`src/sv/async_hdlc_deframer_fcs_check_unit_assert.svh`:
```
// Assertion macros for the asynchronous HDLC receive deframer.
// Depends on signals named clk and rst in the module that includes this header.
`ifndef ASYNC_HDLC_DEFRAMER_FCS_CHECK_UNIT_ASSERT_SVH
`define ASYNC_HDLC_DEFRAMER_FCS_CHECK_UNIT_ASSERT_SVH
`ifndef SYNTH
// A property that must hold at every clock edge outside reset.
`define AHDF_ASSERT(label, prop, msg) \
  label: assert property (@(posedge clk) disable iff (rst) (prop)) else $error(msg);
// A condition that must never be true outside reset.
`define AHDF_ASSERT_NEVER(label, expr, msg) \
  label: assert property (@(posedge clk) disable iff (rst) !(expr)) else $error(msg);
`else
`define AHDF_ASSERT(label, prop, msg)
`define AHDF_ASSERT_NEVER(label, expr, msg)
`endif
`endif

```
`src/sv/ahdf_pkg.sv`:
```
// Shared constants and helper functions for the asynchronous HDLC deframer.
// No dependencies.
`default_nettype none
package ahdf_pkg;

  localparam logic [7:0]  FLAG_BYTE  = 8'h7E;
  localparam logic [7:0]  ESC_BYTE   = 8'h7D;
  localparam logic [7:0]  ESC_XOR    = 8'h20;
  localparam logic [15:0] FCS_INIT   = 16'hFFFF;
  localparam logic [15:0] FCS_GOOD   = 16'hF0B8;
  localparam logic [15:0] FCS_POLY   = 16'h8408;
  localparam logic [15:0] PARITY_MAP = 16'h6996;
  localparam logic [15:0] MRU_RESET  = 16'd1500;
  // Header and FCS bytes allowed beyond the receive unit.
  localparam logic [16:0] MRU_SLACK  = 17'd6;

  localparam logic CMD_BYTE   = 1'b0;
  localparam logic CMD_HANGUP = 1'b1;

  localparam logic KIND_DATA = 1'b0;
  localparam logic KIND_END  = 1'b1;

  localparam logic [2:0] ST_GOOD    = 3'd0;
  localparam logic [2:0] ST_BAD_FCS = 3'd1;
  localparam logic [2:0] ST_ABORTED = 3'd2;
  localparam logic [2:0] ST_FLUSHED = 3'd3;
  localparam logic [2:0] ST_SHORT   = 3'd4;

  localparam int OUT_W = 32;

  // One byte through the reflected CRC-16, bit at a time.
  function automatic logic [15:0] fcs16_byte(input logic [15:0] fcs, input logic [7:0] c);
    logic [15:0] f;
    f = fcs ^ {8'h00, c};
    for (int i = 0; i < 8; i++) begin
      f = f[0] ? ((f >> 1) ^ FCS_POLY) : (f >> 1);
    end
    return f;
  endfunction

  // Sticky line flags raised by one raw byte.
  function automatic logic [3:0] line_bits(input logic [7:0] c);
    logic [3:0] b;
    b = 4'b0000;
    if (c[7]) begin
      b[0] = 1'b1;
    end else begin
      b[1] = 1'b1;
    end
    if (PARITY_MAP[c[7:4] ^ c[3:0]]) begin
      b[2] = 1'b1;
    end else begin
      b[3] = 1'b1;
    end
    return b;
  endfunction

endpackage
`default_nettype wire

```
`src/sv/async_hdlc_deframer_fcs_check_unit.sv`:
```
// Asynchronous HDLC receive deframer: octet unstuffing, FCS-16 check, frame status.
// Depends on ahdf_pkg and async_hdlc_deframer_fcs_check_unit_assert.svh.
//
// The block takes one line byte or hangup event per cycle and gives at most one result
// per transaction: a payload byte, or an end-of-frame status at a flag byte. The byte is
// captured in an input register, decoded in one pass of logic (escape handling, FCS
// update, length check, two-byte hold-back) and placed in a result register; a new
// item is accepted every cycle unless the input register holds an item while the
// result register is full and not being taken. The last two decoded bytes of each
// frame are the FCS and are never passed on. The receive unit limit may be written
// at any time the block is idle; it takes effect on the next byte.
`default_nettype none
`include "async_hdlc_deframer_fcs_check_unit_assert.svh"
module async_hdlc_deframer_fcs_check_unit (
  input  wire logic                        clk,
  input  wire logic                        rst,
  input  wire logic                        cfg_wr_en,
  input  wire logic [15:0]                 cfg_wr_data,   // max_receive_unit
  input  wire logic                        s_axis_tvalid,
  output      logic                        s_axis_tready,
  input  wire logic [7:0]                  s_axis_tdata,  // rx_byte
  input  wire logic                        s_axis_tuser,  // cmd
  output      logic                        m_axis_tvalid,
  input  wire logic                        m_axis_tready,
  // [7:0] data_out, [10:8] end_status, [27:11] frame_length, [31:28] line_flags
  output      logic [ahdf_pkg::OUT_W-1:0]  m_axis_tdata,
  output      logic                        m_axis_tuser   // kind
);
  import ahdf_pkg::*;

  logic        max_receive_unit;
  logic [15:0] mru;
  logic        in_valid;
  logic        in_cmd;
  logic [7:0]  in_byte;
  logic        advance;

  logic [15:0] fcs_acc, fcs_acc_next;
  logic [16:0] byte_count, byte_count_next;
  logic        escape_pending, escape_pending_next;
  logic        flushing, flushing_next;
  logic [7:0]  held0, held1;
  logic [3:0]  seen_flags, seen_flags_next;

  logic        shift;
  logic        proceed;
  logic [7:0]  dec_byte;
  logic [16:0] limit;
  logic        res_valid;
  logic        res_kind;
  logic [7:0]  res_data;
  logic [2:0]  res_status;
  logic [16:0] res_len;

  assign max_receive_unit = cfg_wr_en;
  assign advance       = in_valid && (!m_axis_tvalid || m_axis_tready);
  assign s_axis_tready = !in_valid || advance;
  assign limit         = {1'b0, mru} + MRU_SLACK;

  always_ff @(posedge clk) begin
    if (rst) begin
      mru <= MRU_RESET;
    end else if (max_receive_unit) begin
      mru <= cfg_wr_data;
    end
  end

  // Input register.
  always_ff @(posedge clk) begin
    if (rst) begin
      in_valid <= 1'b0;
    end else if (s_axis_tready) begin
      in_valid <= s_axis_tvalid;
    end
  end

  always_ff @(posedge clk) begin
    if (s_axis_tvalid && s_axis_tready) begin
      in_cmd  <= s_axis_tuser;
      in_byte <= s_axis_tdata;
    end
  end

  always_comb begin
    fcs_acc_next        = fcs_acc;
    byte_count_next     = byte_count;
    escape_pending_next = escape_pending;
    flushing_next       = flushing;
    seen_flags_next     = seen_flags;
    shift               = 1'b0;
    proceed             = 1'b0;
    dec_byte            = in_byte;
    res_valid           = 1'b0;
    res_kind            = KIND_DATA;
    res_data            = 8'h00;
    res_status          = ST_GOOD;
    res_len             = 17'd0;
    if (in_cmd == CMD_HANGUP) begin
      byte_count_next     = 17'd0;
      fcs_acc_next        = FCS_INIT;
      flushing_next       = 1'b1;
      escape_pending_next = 1'b0;
      seen_flags_next     = 4'b0000;
    end else begin
      seen_flags_next = seen_flags | line_bits(in_byte);
      if (in_byte == FLAG_BYTE) begin
        byte_count_next     = 17'd0;
        fcs_acc_next        = FCS_INIT;
        escape_pending_next = 1'b0;
        flushing_next       = 1'b0;
        // An empty frame between back-to-back flags reports nothing.
        if (byte_count != 17'd0 || flushing) begin
          res_valid = 1'b1;
          res_kind  = KIND_END;
          priority if (flushing) begin
            res_status = ST_FLUSHED;
          end else if (escape_pending) begin
            res_status = ST_ABORTED;
          end else if (byte_count <= 17'd2) begin
            res_status = ST_SHORT;
          end else if (fcs_acc == FCS_GOOD) begin
            res_status = ST_GOOD;
          end else begin
            res_status = ST_BAD_FCS;
          end
          res_len = (byte_count >= 17'd2) ? byte_count - 17'd2 : 17'd0;
        end
      end else if (!flushing) begin
        if (escape_pending) begin
          dec_byte            = in_byte ^ ESC_XOR;
          escape_pending_next = 1'b0;
          proceed             = 1'b1;
        end else if (in_byte == ESC_BYTE) begin
          escape_pending_next = 1'b1;
        end else begin
          proceed = 1'b1;
        end
        if (proceed) begin
          if (byte_count >= limit) begin
            flushing_next = 1'b1;
          end else begin
            fcs_acc_next    = fcs16_byte((byte_count == 17'd0) ? FCS_INIT : fcs_acc, dec_byte);
            byte_count_next = byte_count + 17'd1;
            shift           = 1'b1;
            // The two newest bytes may be the FCS, so the oldest held byte goes out.
            if (byte_count >= 17'd2) begin
              res_valid = 1'b1;
              res_data  = held0;
            end
          end
        end
      end
    end
  end

  always_ff @(posedge clk) begin
    if (rst) begin
      fcs_acc        <= FCS_INIT;
      byte_count     <= 17'd0;
      escape_pending <= 1'b0;
      flushing       <= 1'b0;
      seen_flags     <= 4'b0000;
    end else if (advance) begin
      fcs_acc        <= fcs_acc_next;
      byte_count     <= byte_count_next;
      escape_pending <= escape_pending_next;
      flushing       <= flushing_next;
      seen_flags     <= seen_flags_next;
    end
  end

  always_ff @(posedge clk) begin
    if (advance && shift) begin
      held0 <= held1;
      held1 <= dec_byte;
    end
  end

  // Result register.
  always_ff @(posedge clk) begin
    if (rst) begin
      m_axis_tvalid <= 1'b0;
    end else if (!m_axis_tvalid || m_axis_tready) begin
      m_axis_tvalid <= advance && res_valid;
    end
  end

  always_ff @(posedge clk) begin
    if (advance && res_valid) begin
      m_axis_tuser <= res_kind;
      m_axis_tdata <= {seen_flags_next, res_len, res_status, res_data};
    end
  end

  `AHDF_ASSERT(hangup_sets_flush,
    (advance && in_cmd == CMD_HANGUP) |=> flushing,
    "hangup did not set flushing")
  `AHDF_ASSERT_NEVER(esc_while_flush, escape_pending && flushing,
    "escape pending while flushing")
  `AHDF_ASSERT(good_has_length,
    (m_axis_tvalid && m_axis_tuser == KIND_END && m_axis_tdata[10:8] == ST_GOOD)
      |-> (m_axis_tdata[27:11] != 17'd0),
    "good frame with zero length")
  `AHDF_ASSERT(stall_holds_input, (in_valid && !advance) |=> in_valid,
    "input register dropped a stalled item")

endmodule
`default_nettype wire
```
`config.mk`:
```
export PLATFORM = sky130hd
export DESIGN_NAME = async_hdlc_deframer_fcs_check_unit
export DESIGN_NICKNAME = d
export VERILOG_FILES = /design/src/sv/ahdf_pkg.sv /design/src/sv/async_hdlc_deframer_fcs_check_unit.sv
export VERILOG_INCLUDE_DIRS = /design/src /design/src/sv
export SDC_FILE = /design/constraint.sdc
export NUM_CORES = 1
export LEC_CHECK = 0
export BUFFER_PORTS_ARGS = -buffer_cell sky130_fd_sc_hd__buf_2
export CAP_MARGIN = 25
export CORE_AREA = 2 2 89 155
export DETAILED_ROUTE_END_ITERATION = 12
export DIE_AREA = 0 0 91 157
export GPL_ROUTABILITY_DRIVEN = 0
export MAX_ROUTING_LAYER = met4
export PLACE_DENSITY = 0.66
export SYNTH_ARGS = -nofsm -noshare
export SYNTH_HDL_FRONTEND = slang
export SYNTH_SLANG_ARGS = --single-unit
export TNS_END_PERCENT = 100
```
`constraint.sdc`:
```
create_clock -name clk -period 6.4 [get_ports clk]
set_input_delay 0.96 -clock clk [delete_from_list [all_inputs] [get_ports clk]]
set_output_delay 0.96 -clock clk [all_outputs]
set_load 0.005 [all_outputs]
```
Yosys cells after proc, flatten, opt, wreduce, memory -nomap -nowiden
Memories as Yosys holds them, arrays and structs flattened. Cells that the tools add are included. Widths: inputs -> output; s select.

Register bits after elaboration: 115. Bits in read-only memories: 16. Input bits: 30. Output and inout port bits: 35. Logic and storage cells: 133. Memories: 1.

Memory list: (name not given) (words 16, width 1, read ports 1, clocked after memory_dff 0, wr ports 0, RTL line ahdf_pkg.sv:50) `if (PARITY_MAP[c[7:4] ^ c[3:0]]) begin`.

$add $sub $neg: 3. $lt $le $gt $ge: 4. Eq/ne operators: 5. Mux-type cells: 67. Bitwise operators: 16. Reductions and logical operators: 19.

Operators by type and width (number): $mux 16 (14); $mux 17 (5); $mux 8 (6); $mux 1 (37); $not 2->3 (8); $add 16x3->17 const B (1); $add 17x1->17 const B (1); $ge 17x17->1 (1); $ge 17x2->1 const B (1); $le 17x2->1 const B (1); $logic_not 17->1 (1); $reduce_bool 17->1 (1); $sub 17x2->17 const B (1); $eq 16x16->1 const B (1); $eq 8x7->1 const B (2); $xor 16x8->16 (1); $mux 6 (1); $reduce_or 6->1 (1); $lt 4x5->1 const B (1); $not 1->1 (5); $reduce_or 5->1 (1); $logic_and 1x1->1 (4); $mux 2 (2); $mux 4 (1); other kinds (13) (16).

Depth between registers and ports, before layout
Depth in word-level cells: 27. Gate-level depth with buffers: 14. Mapped depth without buffers: 13.

Least setup slack after synthesis
Ideal clock, no wire load.

Kind: flip-flop to flip-flop. From: register mru[1]. To: register m_axis_tdata[0] (netlist bit), enable pin. Library setup time: 0.464 ns. Data arrival time: 4.937 ns. Data required time: 5.936 ns. Slack: 0.999 ns. Cell stages (with the launch flop): 14. Buffers on the path: 1. Period minus slack after synthesis: 5.401 ns. Cell sequence: dfxtp_1 > inv_1 > ha_1 > or3_1 > nor2_1 > xnor2_1 > ha_1 > nand4_1 > o221ai_1 > a31o_2 > nor3_1 > buf_2 > a21oi_1 > nor3_1.

Longest elaborated chain between the ends: 8.

RTL lines: from (decl) (RTL line async_hdlc_deframer_fcs_check_unit.sv:32) `logic [15:0] mru;`; from (signal assigned) (RTL line async_hdlc_deframer_fcs_check_unit.sv:64) `mru <= cfg_wr_data;`; $add 16x3->17 (RTL line async_hdlc_deframer_fcs_check_unit.sv:58) `assign limit = {1'b0, mru} + MRU_SLACK;`; $ge 17x17->1 (RTL line async_hdlc_deframer_fcs_check_unit.sv:139) `if (byte_count >= limit) begin`; $mux 1 (RTL line async_hdlc_deframer_fcs_check_unit.sv:139); $mux 1 (RTL line async_hdlc_deframer_fcs_check_unit.sv:138) `if (proceed) begin`; $mux 1 (RTL line async_hdlc_deframer_fcs_check_unit.sv:128) `end else if (!flushing) begin`; $mux 1 (RTL line async_hdlc_deframer_fcs_check_unit.sv:106) `if (in_byte == FLAG_BYTE) begin`; $mux 1 (RTL line async_hdlc_deframer_fcs_check_unit.sv:98) `if (in_cmd == CMD_HANGUP) begin`; $logic_and 1x1->1 (RTL line async_hdlc_deframer_fcs_check_unit.sv:189) `if (advance && res_valid) begin`; to (signal assigned) (RTL line async_hdlc_deframer_fcs_check_unit.sv:191) `m_axis_tdata <= {seen_flags_next, res_len, res_status, res_data};`; to (decl) (RTL line async_hdlc_deframer_fcs_check_unit.sv:26) `output logic [ahdf_pkg::OUT_W-1:0] m_axis_tdata,`.

Every way passes these cells. A chain may end at the register's enable or synchronous reset.

Final worst setup path
From: register mru[1]. To: register m_axis_tdata[24] (netlist bit), enable pin.

The elaborated chain is that of the path after synthesis.

==> reports/metrics.csv <==
stage;metric;value;unit
setup_path;critPathMaxStageDelay;440;ps
timing;totalNegativeSetupSlack;0;ps
setup_path;worstSetupStartpointType;flip-flop;
routing;antenna_left;0;
min_path;min_path_cells;0;
timing;final-hold-violation-count;0;
grt;antenna_found_initial;0;
clocking;cts_tree;done;
placement;portBuffers;64;
pwr;pwr-share-comb;7.0;%
setup_path;path_cells;inv_1, ha_1, or3_1, nor2_1, xnor2_1, ha_1, nand4_1, o221ai_1, a31o_2, nor3_1, buf_4, a21oi_1, nor3_2, buf_4;
setup_path;crit_type;reg -> reg;
grt;grt_pass1_vias;4308;
pwr;p_leak;2.768;nW
job;drv_cap;0;
clocking;clkTransAtPathRegs;60;ps
yosys;ys_top_cells_by_area;edfxtp_1 30%, dfxtp_1 20%, xor2_1 5.5%, xnor2_1 5.3%, ha_1 5.0%;
timing;rsz0062_at_grt;false;
clocking;post_cts_buffers;0;
yosys;synthesis.nets;626;
floorplan;rows;55;
pwr;power.switching;0.0004495;W
grt;grtUsageMet3;4.596;%
cells_and_area;synthToLayoutAreaGrowth;18.26;%
cells_and_area;drive_gt1_share;17.77;%
setup_path;end_kind;flip-flop;
yosys;yosysSeqAreaShare;49.84;%
setup_path;reg2reg_slack;2670;ps
clocking;cts_buffers;17;
grt;groute.usage.overall;19.35;%
clocking;clockRootBuffer;clkbuf_16;
pwr;p_sw_share;23.85;%
pwr;clock_power_share;49.7;%
floorplan;core-area;12940;µm²
pwr;ir_drop;0.1954;mV
routing;drtPass1Iterations;5;
grt;grtUsageMet1;17.59;%
setup_path;r2r-end;m_axis_tdata[24];
floorplan;die_h;157;µm
min_path;hold_path.class;reg -> reg;
yosys;netlist_area;5784;µm²
yosys;yosys_register_bits;115;
min_path;hold_path_end;held0[5];
routing;drt-total-wl;12860;µm
yosys;synthDistinctLibCells;56;
setup_path;cp.buffers_inverters;3;
setup_path;cp_slowest_cell;or3_1;
yosys;netlist_instances;573;
grt;grt_max_degree;34;
setup_path;reg2reg_depth;14;
grt;grt_pass1_wl;20970;µm
cells_and_area;finalInstanceArea;6840;µm²
yosys;synth_ff_type;edfxtp_1;
timing;worstMarginPinSlew;702.6;ps
cells_and_area;diodes;0;
timing;drv_slew;0;
yosys;synth_top_cell_by_area;edfxtp_1;
clocking;cts_resized;0;
pwr;internal_power;0.001436;W
timing;clock.fmax;267.9;MHz
pwr;powerDensity;275.6;nW/µm²
setup_path;path_delay_family;simple AND/OR/NAND/NOR gates;
floorplan;start_util;44.71;%
clocking;cts_sinks;115;
yosys;ys_warn_count;0;
routing;viasPerCell;5.323;
setup_path;worstReg2RegStart;mru[1];
status;status;finished clean;
clocking;htreeDepth;4;
clocking;clockBufferDepth;2;
setup_path;required;6460;ps
yosys;synth_edf_count;58;
placement;place_area;6232;µm²
yosys;async_reset_ff_share;0;%
pwr;seqPwrFrac;43.3;%
routing;drc_errors;0;
yosys;synth_top_cell_area_share;30.11;%
timing;period_share;58.33;%
cells_and_area;fill_cells;1185;
routing;vias;4354;
min_path;hp-start;held1[5];
cells_and_area;final_util;52.87;%
routing;drt_iter0_markers;141;
grt;grt_overflow;0;
routing;routedWlPerCell;15.72;µm
timing;max_slew_margin;53.16;%
placement;dp_hpwl;9603;µm
setup_path;cp.arrival;3790;ps
yosys;avgSynthCellArea;10.09;µm²
timing;holdWs;418.5;ps
floorplan;dieArea;14290;µm²
grt;met2_usage;37.53;%
timing;fin_worst_skew;7.771;ps
timing;fin_crit;3733;ps
timing;setup_viol;0;
floorplan;ioPinCount;65;
setup_path;worst-path-max-fanout;33;
clocking;hold_buffers;0;
grt;grt-busiest-layer;met2;
floorplan;chipWidth;91;µm
cells_and_area;nets;687;
clocking;clock_latency;410;ps
==> logic make-up (layout without fill, tap and decap cells) <==
kind of cell / count (synthesis) / in the layout / synth area share [%]
muxes: 15 / 15 / 2.596
buffers and inverters: 41 / 115 / 2.942
xor gates and xnor gates: 71 / 71 / 10.75
AOI/OAI and AO/OA: 91 / 91 / 9.886
and+or+nand+nor: 217 / 217 / 19.01
adders and majority gates: 23 / 23 / 4.975
DFF: 115 / 115 / 49.84
==> cells in the final DEF, fill, tap and decap left out, drive strengths merged, types with 2 or more instances in the layout <==
master    count
and4b         2
a41oi         2
a211oi        4
bufinv        2
nor2b         7
ha           23
o22a          8
nor3         10
nand2b        5
clkinv        6
buf          68
clkinvlp      3
nand3b        2
dfxtp        57
inv          18
o21ai        24
a21oi        37
or4           3
xor2         36
and3          8
or3          16
a21o          4
o31ai         2
nand3        14
and2         11
nor2         68
xnor2        35
mux2i        15
o211ai        2
nand2        47
o22ai         2
nor4b         4
clkbuf       18
nor4          3
nand4        12
edfxtp       58
==> synth_stat cells, drive strengths merged, types with 2 or more instances <==
| master | n |
|---|---|
| inv | 15 |
| and3 | 8 |
| nand3b | 2 |
| nor2 | 68 |
| xnor2 | 35 |
| o31ai | 2 |
| o22ai | 2 |
| and4b | 2 |
| buf | 7 |
| nand4 | 12 |
| xor2 | 36 |
| edfxtp | 58 |
| a41oi | 2 |
| a21o | 4 |
| mux2i | 15 |
| or4 | 3 |
| nor4b | 4 |
| nand2b | 5 |
| nor3 | 10 |
| o21ai | 24 |
| a21oi | 37 |
| clkbuf | 19 |
| nand2 | 47 |
| nand3 | 14 |
| o211ai | 2 |
| or3 | 16 |
| nor2b | 7 |
| o22a | 8 |
| nor4 | 3 |
| and2 | 11 |
| a211oi | 4 |
| ha | 23 |
| dfxtp | 57 |
==> worst register-to-register path, cell delays in order, from the launching register on <==
cell and delay (ps):
dfxtp_1 380, inv_1 90, ha_1 230, or3_1 440
nor2_1 170, xnor2_1 130, ha_1 260, nand4_1 190
o221ai_1 150, a31o_2 220, nor3_1 190, buf_4 210
a21oi_1 130, nor3_2 160, buf_4 410
==> stage by stage <==
| step | total power, W | setup WS [ps] | std cells |
|---|---|---|---|
| after floorplan | 0.0009218 | 998.7 | 573 |
| final | 0.001885 | 2667 | 818 |
| after CTS | 0.001897 | 2374 | 817 |
| after global routing | 0.001950 | 2341 | 818 |
| after detailed placement | 0.0009610 | 2380 | 785 |
| after global placement | 0.0009565 | 2617 | 785 |
==> routing by layer <==
| metal | vias to the layer above | wire (µm) |
|---|---|---|
| met3 | 28 | 405 |
| met2 | 95 | 7612 |
| met4 | 0 | 363 |
| met5 | - | 0 |
| met1 | 2077 | 4473 |
| li1 | 2154 | - |
==> layout make-up <==
cell class	instances	area [µm²]	area share, %
tap	171	214.0	3.128
clock inverter	14	153.9	2.250
multi-input combinational	417	2736	40.00
sequential	115	2883	42.14
timing repair buffer	68	357.8	5.231
inverter	15	56.30	0.8231
clock buffer	18	439.2	6.420
==> power by group through the flow <==
stage / sequential [W] / clock (W) / combinational, W
2_1_floorplan: 0.000821 / 0 / 0.000101
3_3_place_gp: 0.000830 / 0 / 0.000127
3_5_place_dp: 0.000831 / 0 / 0.000130
4_1_cts: 0.000815 / 0.000950 / 0.000132
5_1_grt: 0.000818 / 0.000984 / 0.000149
6_report: 0.000815 / 0.000937 / 0.000132
==> registers in the layout, summed over array words and instances (netlist names) <==
| signal | count |
|---|---|
| byte_count | 17 |
| escape_pending | 1 |
| fcs_acc | 16 |
| flushing | 1 |
| held0 | 8 |
| held1 | 8 |
| in_byte | 8 |
| in_cmd | 1 |
| in_valid | 1 |
| m_axis_tdata | 32 |
| m_axis_tuser | 1 |
| m_axis_tvalid | 1 |
| mru | 16 |
| seen_flags | 4 |
==> worst max path at each step <==
stage | start | to | slack (ps) | cells past startpoint
6_report | mru[1] | m_axis_tdata[24] | 2670 | 14
2_1_floorplan | mru[1] | m_axis_tdata[0] | 1000 | 13
3_5_place_dp | mru[1] | byte_count[12] | 2380 | 14
4_1_cts | mru[1] | byte_count[12] | 2370 | 14
3_3_place_gp | mru[1] | fcs_acc[4] | 2620 | 14
5_1_grt | mru[1] | m_axis_tdata[24] | 2340 | 14
(Power assumes the default switching activity.)
